<file path="src/design/rtccal_pkg.sv">
// shared types, register map and constants for the rtc clock calendar register file
package rtccal_pkg;

    localparam int unsigned NUM_CTL  = 14;
    localparam int unsigned RAM_DEPTH = 64;

    localparam logic [1:0] CMD_ADDR  = 2'd0;
    localparam logic [1:0] CMD_WRITE = 2'd1;
    localparam logic [1:0] CMD_READ  = 2'd2;
    localparam logic [1:0] CMD_TICK  = 2'd3;

    localparam logic [3:0] REG_SEC   = 4'd0;
    localparam logic [3:0] REG_MIN   = 4'd2;
    localparam logic [3:0] REG_HOUR  = 4'd4;
    localparam logic [3:0] REG_WDAY  = 4'd6;
    localparam logic [3:0] REG_DATE  = 4'd7;
    localparam logic [3:0] REG_MONTH = 4'd8;
    localparam logic [3:0] REG_YEAR  = 4'd9;
    localparam logic [3:0] REG_A     = 4'd10;
    localparam logic [3:0] REG_B     = 4'd11;
    localparam logic [3:0] REG_C     = 4'd12;
    localparam logic [3:0] REG_D     = 4'd13;

    localparam logic [5:0] RAM_BASE  = 6'd14;

    localparam logic [23:0] TPS_RESET = 24'd1000000;

    localparam logic [7:0] CTL_RESET [NUM_CTL] = '{
        8'h00, 8'h00, 8'h00, 8'h00, 8'h12, 8'h00, 8'h03,
        8'h05, 8'h12, 8'h78, 8'h00, 8'h02, 8'h00, 8'h00
    };

    localparam logic [4:0] MONTH_LEN [12] = '{
        5'd31, 5'd28, 5'd31, 5'd30, 5'd31, 5'd30,
        5'd31, 5'd31, 5'd30, 5'd31, 5'd30, 5'd31
    };

    typedef struct packed {
        logic       acc;
        logic [1:0] cmd;
        logic [5:0] addr;
        logic [7:0] data;
    } t_bus_op;

    typedef struct packed {
        logic       rd_en;
        logic [5:0] rd_addr;
        logic       wr_en;
        logic [5:0] wr_addr;
        logic [7:0] wr_data;
    } t_ram_req;

endpackage

</file>
<file path="src/design/rtccal_nvram.sv">
// battery-backed ram bytes: synchronous memory with valid bits and write forwarding
module rtccal_nvram
    import rtccal_pkg::*;
(
    input  logic     i_clk,
    input  logic     i_rst_n,
    input  t_ram_req i_req,
    output logic [7:0] o_rdata
);

    logic [7:0] r_mem [RAM_DEPTH];
    logic [RAM_DEPTH-1:0] r_vld_bits;
    logic [7:0] r_rdata;
    logic       r_rvld;
    logic       r_fwd;
    logic [7:0] r_fwd_data;

    always_ff @(posedge i_clk) begin
        if (i_req.wr_en) begin
            r_mem[i_req.wr_addr] <= i_req.wr_data;
        end
        if (i_req.rd_en) begin
            r_rdata    <= r_mem[i_req.rd_addr];
            r_fwd_data <= i_req.wr_data;
        end
    end

    always_ff @(posedge i_clk) begin
        if (!i_rst_n) begin
            r_vld_bits <= '0;
            r_rvld     <= 1'b0;
            r_fwd      <= 1'b0;
        end else begin
            if (i_req.wr_en) begin
                r_vld_bits[i_req.wr_addr] <= 1'b1;
            end
            if (i_req.rd_en) begin
                r_rvld <= r_vld_bits[i_req.rd_addr];
                r_fwd  <= i_req.wr_en && (i_req.wr_addr == i_req.rd_addr);
            end
        end
    end

    assign o_rdata = r_fwd ? r_fwd_data : (r_rvld ? r_rdata : 8'h00);

endmodule

</file>
<file path="src/design/rtccal_time.sv">
// clock and control registers, prescaler and the one-second carry cascade
module rtccal_time
    import rtccal_pkg::*;
(
    input  logic        i_clk,
    input  logic        i_rst_n,
    input  logic        i_cfg_we,
    input  logic [23:0] i_cfg_wdata,
    input  t_bus_op     i_op,
    output logic [7:0]  o_ctl_rdata
);

    logic [7:0]  r_regs [NUM_CTL];
    logic [7:0]  n_regs [NUM_CTL];
    logic [23:0] r_presc;
    logic [23:0] n_presc;
    logic [23:0] r_tps;

    logic       bin;
    logic       h24;
    logic       is_ctl;
    logic [3:0] ctl_idx;
    logic [7:0] msk;
    logic [8:0] s_nxt;
    logic [8:0] m_nxt;
    logic [8:0] h_nxt;
    logic [8:0] w_nxt;
    logic [8:0] d_nxt;
    logic [8:0] mo_nxt;
    logic [8:0] y_nxt;
    logic [8:0] md;
    logic [8:0] yd;
    logic [3:0] mi;
    logic [4:0] days;

    function automatic logic [8:0] f_dec(input logic [7:0] v, input logic b);
        logic [3:0] lo;
        logic [3:0] hi;
        lo = v[3:0];
        hi = v[7:4];
        if (lo > 4'd9) lo = 4'd9;
        if (hi > 4'd9) hi = 4'd9;
        return b ? {1'b0, v} : (9'(hi) * 9'd10 + 9'(lo));
    endfunction

    function automatic logic [7:0] f_enc(input logic [8:0] n, input logic b);
        logic [6:0]  v;
        logic [14:0] p;
        logic [3:0]  t;
        logic [3:0]  u;
        v = n[6:0];
        p = 15'(v) * 15'd205;
        t = p[14:11];
        u = 4'(v - 7'(t) * 7'd10);
        return b ? n[7:0] : {t, u};
    endfunction

    function automatic logic [8:0] f_bump(input logic [7:0] v, input logic [8:0] maxv,
                                          input logic [8:0] rstv, input logic b);
        logic [8:0] n;
        logic       w;
        n = f_dec(v, b) + 9'd1;
        w = n > maxv;
        if (w) n = rstv;
        return {w, f_enc(n, b)};
    endfunction

    function automatic logic [8:0] f_hours(input logic [7:0] raw, input logic b,
                                           input logic is24);
        logic [8:0] hv;
        logic [8:0] hm;
        logic [7:0] o;
        logic       w;
        if (is24) begin
            hv = f_dec(raw, b) + 9'd1;
        end else begin
            hv = f_dec({1'b0, raw[6:0]}, b) + (raw[7] ? 9'd12 : 9'd0);
        end
        w = hv > 9'd23;
        if (w) hv = 9'd0;
        hm = (hv >= 9'd12) ? hv - 9'd12 : hv;
        if (is24) begin
            o = f_enc(hv, b);
        end else begin
            o = f_enc(hm + 9'd1, b) | ((hv >= 9'd12) ? 8'h80 : 8'h00);
        end
        return {w, o};
    endfunction

    assign bin     = r_regs[REG_B][2];
    assign h24     = r_regs[REG_B][1];
    assign is_ctl  = i_op.addr < RAM_BASE;
    assign ctl_idx = i_op.addr[3:0];

    always_comb begin
        if (!is_ctl) begin
            o_ctl_rdata = 8'h00;
        end else if (ctl_idx == REG_D) begin
            o_ctl_rdata = r_regs[ctl_idx] | 8'h80;
        end else begin
            o_ctl_rdata = r_regs[ctl_idx];
        end
    end

    always_comb begin
        md = f_dec(r_regs[REG_MONTH], bin);
        yd = f_dec(r_regs[REG_YEAR], bin);
        if (md == 9'd0) begin
            mi = 4'd0;
        end else if (md > 9'd12) begin
            mi = 4'd11;
        end else begin
            mi = 4'(md - 9'd1);
        end
        days = MONTH_LEN[mi];
        if (mi == 4'd1 && yd[1:0] == 2'b00) days = 5'd29;
    end

    assign s_nxt  = f_bump(r_regs[REG_SEC], 9'd59, 9'd0, bin);
    assign m_nxt  = f_bump(r_regs[REG_MIN], 9'd59, 9'd0, bin);
    assign h_nxt  = f_hours(r_regs[REG_HOUR], bin, h24);
    assign w_nxt  = f_bump(r_regs[REG_WDAY], 9'd7, 9'd1, bin);
    assign d_nxt  = f_bump(r_regs[REG_DATE], 9'(days), 9'd1, bin);
    assign mo_nxt = f_bump(r_regs[REG_MONTH], 9'd12, 9'd1, bin);
    assign y_nxt  = f_bump(r_regs[REG_YEAR], 9'd99, 9'd0, bin);

    always_comb begin
        n_regs  = r_regs;
        n_presc = r_presc;
        if (ctl_idx == REG_A) begin
            msk = 8'h80;
        end else if (ctl_idx == REG_C || ctl_idx == REG_D) begin
            msk = 8'hff;
        end else begin
            msk = 8'h00;
        end
        if (i_op.acc) begin
            case (i_op.cmd)
                CMD_WRITE: begin
                    if (is_ctl) begin
                        n_regs[ctl_idx] = (r_regs[ctl_idx] & msk) | (i_op.data & ~msk);
                    end
                end
                CMD_READ: begin
                    if (is_ctl && ctl_idx == REG_D) begin
                        n_regs[REG_D] = r_regs[REG_D] | 8'h80;
                    end
                end
                CMD_TICK: begin
                    if (r_presc != 24'd0) begin
                        n_presc = r_presc - 24'd1;
                    end else begin
                        n_presc = r_tps;
                        if (!r_regs[REG_B][7]) begin
                            n_regs[REG_SEC] = s_nxt[7:0];
                            if (s_nxt[8]) begin
                                n_regs[REG_MIN] = m_nxt[7:0];
                                if (m_nxt[8]) begin
                                    n_regs[REG_HOUR] = h_nxt[7:0];
                                    if (h_nxt[8]) begin
                                        n_regs[REG_WDAY] = w_nxt[7:0];
                                        n_regs[REG_DATE] = d_nxt[7:0];
                                        if (d_nxt[8]) begin
                                            n_regs[REG_MONTH] = mo_nxt[7:0];
                                            if (mo_nxt[8]) begin
                                                n_regs[REG_YEAR] = y_nxt[7:0];
                                            end
                                        end
                                    end
                                end
                            end
                        end
                    end
                end
                default: begin
                end
            endcase
        end
    end

    always_ff @(posedge i_clk) begin
        if (!i_rst_n) begin
            r_regs  <= CTL_RESET;
            r_presc <= '0;
            r_tps   <= TPS_RESET;
        end else begin
            r_regs  <= n_regs;
            r_presc <= n_presc;
            if (i_cfg_we) begin
                r_tps <= i_cfg_wdata;
            end
        end
    end

endmodule

</file>
<file path="src/design/rtc_clock_calendar_regfile.sv">
// top level: bus command stream in, one result item out per command
// Each input item is one bus command (address latch, write, read or clock tick) and yields exactly
// one result item, registered first in the s1 stage and then in the output stage; one item is taken
// every cycle while the output is drained. The clock and control registers live in flip-flops and
// are updated in the cycle an item is accepted; RAM bytes 14..63 sit in a memory with one read and
// one write port, read when the item is accepted and written back when it leaves the s1 stage,
// with a same-address write forwarded to the next read. RAM bytes read as zero until first written.
module rtc_clock_calendar_regfile
    import rtccal_pkg::*;
(
    input  logic        i_clk,
    input  logic        i_rst_n,
    input  logic        i_cfg_we,
    input  logic [23:0] i_cfg_wdata,
    input  logic        s_tvalid,
    output logic        s_tready,
    input  logic [7:0]  s_tdata,   // [7:0] data_in
    input  logic [1:0]  s_tuser,   // [1:0] cmd
    output logic        m_tvalid,
    input  logic        m_tready,
    output logic [15:0] m_tdata    // [7:0] read_data, [8] nvram_changed, [15:9] zero
);

    logic       acc;
    logic       s1_go;
    logic [5:0] r_addr;
    logic       r_s1_vld;
    logic [1:0] r_s1_cmd;
    logic       r_s1_ram;
    logic [5:0] r_s1_addr;
    logic [7:0] r_s1_wdata;
    logic [7:0] r_s1_ctl;
    logic       r_out_vld;
    logic [7:0] r_out_rd;
    logic       r_out_chg;
    logic [7:0] ram_rdata;
    logic [7:0] ctl_rdata;
    logic [7:0] s1_rd;
    logic       s1_chg;
    t_bus_op    op;
    t_ram_req   ram_req;

    assign s1_go    = r_s1_vld && (!r_out_vld || m_tready);
    assign s_tready = !r_s1_vld || s1_go;
    assign acc      = s_tvalid && s_tready;

    assign op.acc  = acc;
    assign op.cmd  = s_tuser;
    assign op.addr = r_addr;
    assign op.data = s_tdata;

    assign ram_req.rd_en   = acc;
    assign ram_req.rd_addr = r_addr;
    assign ram_req.wr_en   = s1_go && r_s1_ram && (r_s1_cmd == CMD_WRITE);
    assign ram_req.wr_addr = r_s1_addr;
    assign ram_req.wr_data = r_s1_wdata;

    rtccal_time u_time (
        .i_clk       (i_clk),
        .i_rst_n     (i_rst_n),
        .i_cfg_we    (i_cfg_we),
        .i_cfg_wdata (i_cfg_wdata),
        .i_op        (op),
        .o_ctl_rdata (ctl_rdata)
    );

    rtccal_nvram u_nvram (
        .i_clk   (i_clk),
        .i_rst_n (i_rst_n),
        .i_req   (ram_req),
        .o_rdata (ram_rdata)
    );

    always_comb begin
        s1_rd  = 8'h00;
        s1_chg = 1'b0;
        case (r_s1_cmd)
            CMD_READ: begin
                s1_rd = r_s1_ram ? ram_rdata : r_s1_ctl;
            end
            CMD_WRITE: begin
                s1_chg = r_s1_ram && (ram_rdata != r_s1_wdata);
            end
            default: begin
            end
        endcase
    end

    always_ff @(posedge i_clk) begin
        if (acc) begin
            r_s1_cmd   <= s_tuser;
            r_s1_ram   <= r_addr >= RAM_BASE;
            r_s1_addr  <= r_addr;
            r_s1_wdata <= s_tdata;
            r_s1_ctl   <= ctl_rdata;
        end
        if (s1_go) begin
            r_out_rd  <= s1_rd;
            r_out_chg <= s1_chg;
        end
    end

    always_ff @(posedge i_clk) begin
        if (!i_rst_n) begin
            r_addr    <= '0;
            r_s1_vld  <= 1'b0;
            r_out_vld <= 1'b0;
        end else begin
            if (acc && s_tuser == CMD_ADDR) begin
                r_addr <= s_tdata[5:0];
            end
            if (acc) begin
                r_s1_vld <= 1'b1;
            end else if (s1_go) begin
                r_s1_vld <= 1'b0;
            end
            if (s1_go) begin
                r_out_vld <= 1'b1;
            end else if (m_tready) begin
                r_out_vld <= 1'b0;
            end
        end
    end

    assign m_tvalid = r_out_vld;
    assign m_tdata  = {7'd0, r_out_chg, r_out_rd};

endmodule
</file>
<file path="config.mk">
export PLATFORM = sky130hd
export DESIGN_NAME = rtc_clock_calendar_regfile
export DESIGN_NICKNAME = d
export VERILOG_FILES = /design/src/design/rtccal_pkg.sv /design/src/design/rtccal_nvram.sv /design/src/design/rtccal_time.sv /design/src/design/rtc_clock_calendar_regfile.sv
export SDC_FILE = /design/constraint.sdc
export NUM_CORES = 1
export LEC_CHECK = 0
export ABC_AREA = 1
export BUFFER_PORTS_ARGS = -buffer_cell sky130_fd_sc_hd__buf_4
export CAP_MARGIN = 0
export CORE_AREA = 10 10 283 421
export DETAILED_ROUTE_END_ITERATION = 8
export DIE_AREA = 0 0 293 431
export PLACE_DENSITY_LB_ADDON = 0.2
export RECOVER_POWER = 25
export SETUP_SLACK_MARGIN = 0.05
export SLEW_MARGIN = 10
export SYNTH_ARGS = -nofsm -noshare
export SYNTH_HDL_FRONTEND = slang
export SYNTH_SLANG_ARGS = --single-unit
</file>
<file path="constraint.sdc">
create_clock -name i_clk -period 11.3 [get_ports i_clk]
set_input_delay 1.13 -clock i_clk [delete_from_list [all_inputs] [get_ports i_clk]]
set_output_delay 1.13 -clock i_clk [all_outputs]
set_load 0.02 [all_outputs]
</file>
==> results of run 1 <==
[critical path, delay by kind of cell, from the launching register on]
family	cells	cell delay, ns
AOI/OAI and AO/OA	2	0.33
xor gates and xnor gates	1	0.31
adders and majority gates	9	3.05
buffers and inverters	9	0.81
DFF	1	0.64
and+or+nand+nor	32	4.39
[state kept, by name, indices dropped and copies added, names as in the netlist, 2 cells and up]
register and cells:
u_nvram.r_mem 512, u_time.r_regs 110, u_nvram.r_vld_bits 64, u_time.r_presc 24
u_time.r_tps 24, r_out_rd 8, r_s1_ctl 8, r_s1_wdata 8
u_nvram.r_fwd_data 8, u_nvram.r_rdata 8, r_addr 6, r_s1_addr 6
r_s1_cmd 2
[power groups by stage]
stage | clock (W) | combinational (W) | sequential (W)
6_report | 0.00268 | 0.00642 | 0.00320
5_1_grt | 0.00284 | 0.00743 | 0.00320
4_1_cts | 0.00273 | 0.00650 | 0.00320
3_5_place_dp | 0 | 0.00644 | 0.00326
3_3_place_gp | 0 | 0.00635 | 0.00326
2_1_floorplan | 0 | 0.00481 | 0.00326
[final timing paths]
path | depth (start not counted) | slack (ns) | end | startpoint
max | 53 | 1.70 | u_time.r_regs[75] | u_time.r_regs[79]
min | 2 | 0.43 | u_time.r_regs[12] | u_time.r_regs[12]
max reg2reg | 53 | 1.70 | u_time.r_regs[75] | u_time.r_regs[79]
min reg2reg | 2 | 0.43 | u_time.r_regs[12] | u_time.r_regs[12]
[final cells by class]
| type | instances | area [um2] | area share (%) |
|---|---|---|---|
| Clock buffer | 117 | 2390 | 4.90 |
| Clock inverter | 30 | 256 | 0.526 |
| Inverter | 525 | 1980 | 4.06 |
| Multi-Input combinational cell | 3057 | 20100 | 41.3 |
| Sequential cell | 796 | 21600 | 44.2 |
| Tap cell | 1444 | 1810 | 3.70 |
| Timing Repair Buffer | 90 | 649 | 1.33 |
[metrics by stage]
step / utilization [%] / std cells
2_1_floorplan: - / 4571
3_3_place_gp: 41.5 / 5912
3_5_place_dp: 41.5 / 5912
4_1_cts: 43.9 / 6059
5_1_grt: 43.8 / 6059
6_report: 43.8 / 6059
[per-layer routing]
| layer | part of all wire (%) | global-route usage [%] |
|---|---|---|
| met2 | 52 | 36.3 |
| met1 | 39 | 22.9 |
| met3 | 4.7 | 2.64 |
| met4 | 4.5 | 9.00 |
| met5 | 0.024 | 0 |
[logic make-up after synthesis]
logic type      after synthesis  share of synthesized area, %
mux                           1                        0.0226
compound gates             1118                          15.9
flops                       796                          48.7
fa+ha+maj                   440                          13.9
other cells                   2                        0.0170
simple gates               1342                          13.1
xor+xnor                     93                          1.87
buf+inv                     718                          6.40
[cells in the final DEF, fill, tap and decap left out, types with 15 or more instances in the layout]
cell type  instances
ha_1             354
nand3_1          126
inv_2             16
nand4_1           29
or2_2             27
a221oi_1          22
a22oi_1          303
a31oi_1           31
xor2_1            65
conb_1            63
o221ai_1          21
edfxtp_1         562
clkbuf_1          36
nor2_1           450
nor4_1            33
inv_1            498
o22ai_1           23
buf_4             70
a22o_1            15
clkbuf_16         86
fa_1              86
dfxtp_1          233
nand2_1          550
o21ai_0          219
a21oi_1          343
xnor2_1           26
nor3_1            49
o211ai_1          20
o21ai_1           27
==> metrics.txt, run 1 <==
Synth area leader=edfxtp_1; first-pass GRT wire length=196000 um; cell count after synthesis=4510; final hold slack=0.425 ns; Clock Skew=0.0333 ns; Crit Path Class=flip-flop to flip-flop; RSZ-0062 raised after global routing=no; EDFF count, synth=562; worst vdd ir=0.268 mV; maximum fanout along the worst path=11; Max clock buf depth=3; top cell type's share of synthesized area=38.1%; fin nets=5029; GPL Wtd Cong=0.874; Power Total=0.0123 W; PostCTS Resize Cnt=0; Comb power frac=52.2%; CTS buffer count=80; Core Region=111000 um2; GRT Total Usage=19.9%; P_sw=0.00519 W; filler instances=10700; Final period util=85.0%; pre-CTS setup slack=1.75 ns; CP most frequent cell=nand2_1; final hold violations=0; sequential area share after synthesis=48.7%; Yosys reg bits=796; power per cell area=252 nW/um2; gr ovfl total=0; Post-Syn Area=44300 um2; clock slew at reported path FFs=0.07 ns; IO buf count=49; DRC violations left=0; Routed Antenna Nets=0; largest net degree at the start of global routing=160; Async S/R FF share, synth=0%; Pre-antenna DRT Iters=5; Achievable Freq=0.104 GHz; dominant cells by area after synthesis=edfxtp_1, dfxtp_1, ha_1, a22oi_1, nand2_1; final setup vio count=0; H-tree Lvls=3; critical path startpoint category=flip-flop; max-capacitance violation count=6; Worst-Skew Late Latency=0.67 ns; P&R area growth vs syn=10.2%; ys flop type=edfxtp_1; Design Area, Final=48800 um2; minimum clock period=9.60 ns; relative slew slack=-145%; placed cell areas=46200 um2; Unique masters post-synth=82; Starting DRT DRC Count=2275; setup bufs post-CTS=0; Critical Path Sink Type=flip-flop; Reg power frac=26.0%; cell with the most instances after synthesis=edfxtp_1; layout cells sized above 1=7.02%; clock tree from TritonCTS=done; Critical Path RT=11.90 ns; Yosys Warn Count=0; setup TNS=0 ns; Hold WC Path Type=flip-flop to flip-flop; initial antenna violation count=3; num rows=150; Slew Limit Fails=403; Mean Syn Cell Area=9.81 um2; total wire length=129000 um; post-cts hold buffer count=0; full die area=126000 um2; Die Ht=431 um; Worst EP arrival=10.20 ns; worst-margin pin slew=3.68 ns; clk root buf=clkbuf_16; setup ws final=1.70 ns; CP max stage delay=0.64 ns; Clk pwr share=21.8%; synth cell count leaders=edfxtp_1, nand2_1, inv_1; via count of the first global-routing pass=32800; via count=33300; average wire per standard cell=21.2 um; Internal=0.00711 W; CP max-delay cell=dfxtp_1; CTS sink count=796; Chip Width=293 um; Switching Share=42.2%; status=finished with violations; DR vias/cell=5.49; Starting Density=39.8%; I/O pin count=57; Pleak=19.6 nW; failing checks=capacitance limit, slew limit; DP HPWL=88100 um; number of antenna diodes=0
Note: power is estimated with default switching activity, not from simulation.
==> run 2, diff against run 1 <==
==> constraint.sdc (replaced) <==
create_clock -name i_clk -period 9.85 [get_ports i_clk]
set_input_delay 0.985 -clock i_clk [delete_from_list [all_inputs] [get_ports i_clk]]
set_output_delay 0.985 -clock i_clk [all_outputs]
set_load 0.02 [all_outputs]
==> run 2 against run 1 <==
Compared with the run above: sequential share of layout area is 0.19 points lower; total power up 16%; clock skew up 0.0019 ns; combinational power is 14% higher; worst hold slack barely moved; wire length shrank 0.45%; highest routed layer unchanged; flip-flop and latch count unchanged; die area did not move; clock power up 21%; maximum frequency up 4.2%; the run still ends with capacitance limit, slew limit left.
==> metrics.txt, run 2 (synthesized netlist as in run 1, its figures left out) <==
Max clock buf depth=3 (unchanged); clock slew at reported path FFs=0.07 ns (about the same); first-pass GRT wire length=195000 um (-0.35%); DRC violations left=0 (unchanged); Clk pwr share=22.7% (+0.9 points); Crit Path Class=flip-flop to flip-flop; final hold violations=0 (unchanged); gr ovfl total=0 (unchanged); max reg flops=512 (unchanged); Routed met1 length=50100 um (-0.66%); largest net degree at the start of global routing=161 (+0.63%); register area=21600 um2 (about the same); Critical Path RT=10.44 ns (-1.46 ns); max-capacitance violation count=5 (-1); DR vias/cell=5.49 (about the same); IO buf count=49 (unchanged); Reg power frac=25.8% (-0.2 points); P&R area growth vs syn=10.7%; maximum fanout along the worst path=6 (-5); Pleak=19.7 nW (+0.39%); clock tree from TritonCTS=done; relative slew slack=-135% (+10 points); RSZ-0062 raised after global routing=no; area of the multi-input gates=20100 um2 (about the same); initial antenna violation count=3 (unchanged); Die Ht=431 um (unchanged); filler instances=10700 (-0.69%); Hold Path Stages=2 (unchanged); crit-path leading delay family=simple AND/OR/NAND/NOR gates; Routed Antenna Nets=0 (unchanged); end of the worst hold path=u_time.r_regs[13]; critical path startpoint category=flip-flop; Critical R2R Launch=u_time.r_regs[73]; most frequent cells in the layout=edfxtp_1, nand2_1, inv_1, nor2_1, ha_1; R2R setup slack=0.63 ns (-1.07 ns); clk root buf=clkbuf_16; top flop regs=u_nvram.r_mem x512, u_time.r_regs x110, u_nvram.r_vld_bits x64; GRT Total Usage=19.8% (-0.064 points); Starting DRT DRC Count=2265 (-0.44%); Internal=0.00830 W (+17%); CTS buffer count=80 (unchanged); CTS sink count=796 (unchanged); Worst Reg-to-Reg Cells=55 (+3.8%); Critical Path Sink Type=flip-flop; total wire length=128000 um (-0.45%); CP max-delay cell=fa_1; final hold slack=0.425 ns (+0.000249 ns); Hold Crit Start=u_time.r_regs[13]; DP HPWL=88000 um (-0.11%); full die area=126000 um2 (unchanged); total length of routed met2 wires=66400 um (about the same); layout cells sized above 1=7.20% (+0.18 points); Switching Share=41.8% (-0.39 points); Pre-antenna DRT Iters=5 (unchanged); I/O pin count=57 (unchanged); Crit path depth=55 (+3.8%); H-tree Lvls=3 (unchanged); Chip Width=293 um (unchanged); Clock Skew=0.0352 ns (+0.00193 ns); Core Region=111000 um2 (unchanged); average wire per standard cell=21.1 um (-0.62%); Starting Density=39.8% (unchanged); RR Endpoint=u_time.r_regs[75]; metal3 WL=6400 um (+5.6%); CP bufs+invs=11 (+2); CP max stage delay=0.54 ns (-0.10 ns); via count=33300 (+0.12%); num rows=150 (unchanged); final setup vio count=0 (unchanged); Final period util=93.6% (+8.6 points); GPL Wtd Cong=0.870 (-0.46%); via count of the first global-routing pass=33000 (+0.66%); post-cts hold buffer count=0 (unchanged); worst-margin pin slew=3.53 ns (-0.151 ns); Worst EP arrival=9.80 ns (-0.40 ns); setup TNS=0 ns (unchanged); minimum clock period=9.22 ns (-0.384 ns); Achievable Freq=0.109 GHz (+4.2%); Comb power frac=51.5% (-0.7 points); power per cell area=291 nW/um2 (+15%); Hold WC Path Type=flip-flop to flip-flop; Top Layer Used=met5; status=finished with violations; failing checks=capacitance limit, slew limit; Reg with most FFs=u_nvram.r_mem; commonest non-fill, non-tap cell in the layout=edfxtp_1; Worst-Skew Late Latency=0.67 ns (about the same); fin nets=5035 (+0.12%); CP most frequent cell=nand2_1; Slew Limit Fails=335 (-17%); P_sw=0.00596 W (+15%); worst vdd ir=0.385 mV (+44%)
==> run 2: per-stage QoR <==
stage | instance area (um2) | total power [W] | utilization, % | setup slack [ns] | std cells
finish | 49000 | 0.0143 | 44.0 | 0.634 | 6069
global route | 49000 | 0.0156 | 44.0 | 0.0537 | 6068
CTS | 49000 | 0.0143 | 44.0 | 0.337 | 6067
detailed placement | 46200 | 0.0111 | 41.5 | 0.379 | 5917
global placement | 46200 | 0.0110 | 41.5 | 0.568 | 5917
floorplan | 44500 | 0.00926 | - | 1.45 | 4571
==> run 2: metal layers <==
metal	vias up	track usage [%]
met5	-	0
met2	908	36.5
met1	16200	22.8
met4	2	8.02
li1	16000	-
met3	229	2.79
==> run 2: worst max path at each step <==
stage                      startpoint                 to  slack [ns]
finish              u_time.r_regs[73]  u_time.r_regs[75]        0.63
global route        u_time.r_regs[73]  u_time.r_regs[75]        0.05
CTS                 u_time.r_regs[79]  u_time.r_regs[74]        0.34
detailed placement  u_time.r_regs[79]  u_time.r_regs[74]        0.38
global placement    u_time.r_regs[73]  u_time.r_regs[74]        0.57
floorplan           u_time.r_regs[73]  u_time.r_regs[75]        1.45
==> run 2: worst reg2reg max path: cells and delay by family (launching register included) <==
family	cells	cell delay, ns
XOR/XNOR	2	0.50
AND/OR/NAND/NOR	27	3.50
flip-flops	1	0.33
AO/OA/AOI/OAI	6	0.94
buffers and inverters	11	0.88
adder cells (fa/ha/maj)	9	3.01
==> run 2: cell type report <==
type                    instances  area share [%]
repair buffers                 96            1.43
diodes                          1         0.00511
clock inverters                40            1.07
multi-input cells            3057            41.1
flip-flops and latches        796            44.0
well taps                    1444            3.69
inverters                     525            4.04
clock buffers                 110            4.63
==> run 2: power by group through the flow <==
stage	Clock, W	Sequential, W	Combinational, W
6_report	0.00323	0.00368	0.00735
5_1_grt	0.00342	0.00368	0.00848
4_1_cts	0.00329	0.00367	0.00738
3_5_place_dp	0	0.00374	0.00732
3_3_place_gp	0	0.00374	0.00728
2_1_floorplan	0	0.00374	0.00552
==> run 2: timing repair <==
item	in CTS	in global routing
endpoints found under the hold margin	0	0
resized for setup	0	7
buffers inserted	0	1
setup endpoints to repair	0	3
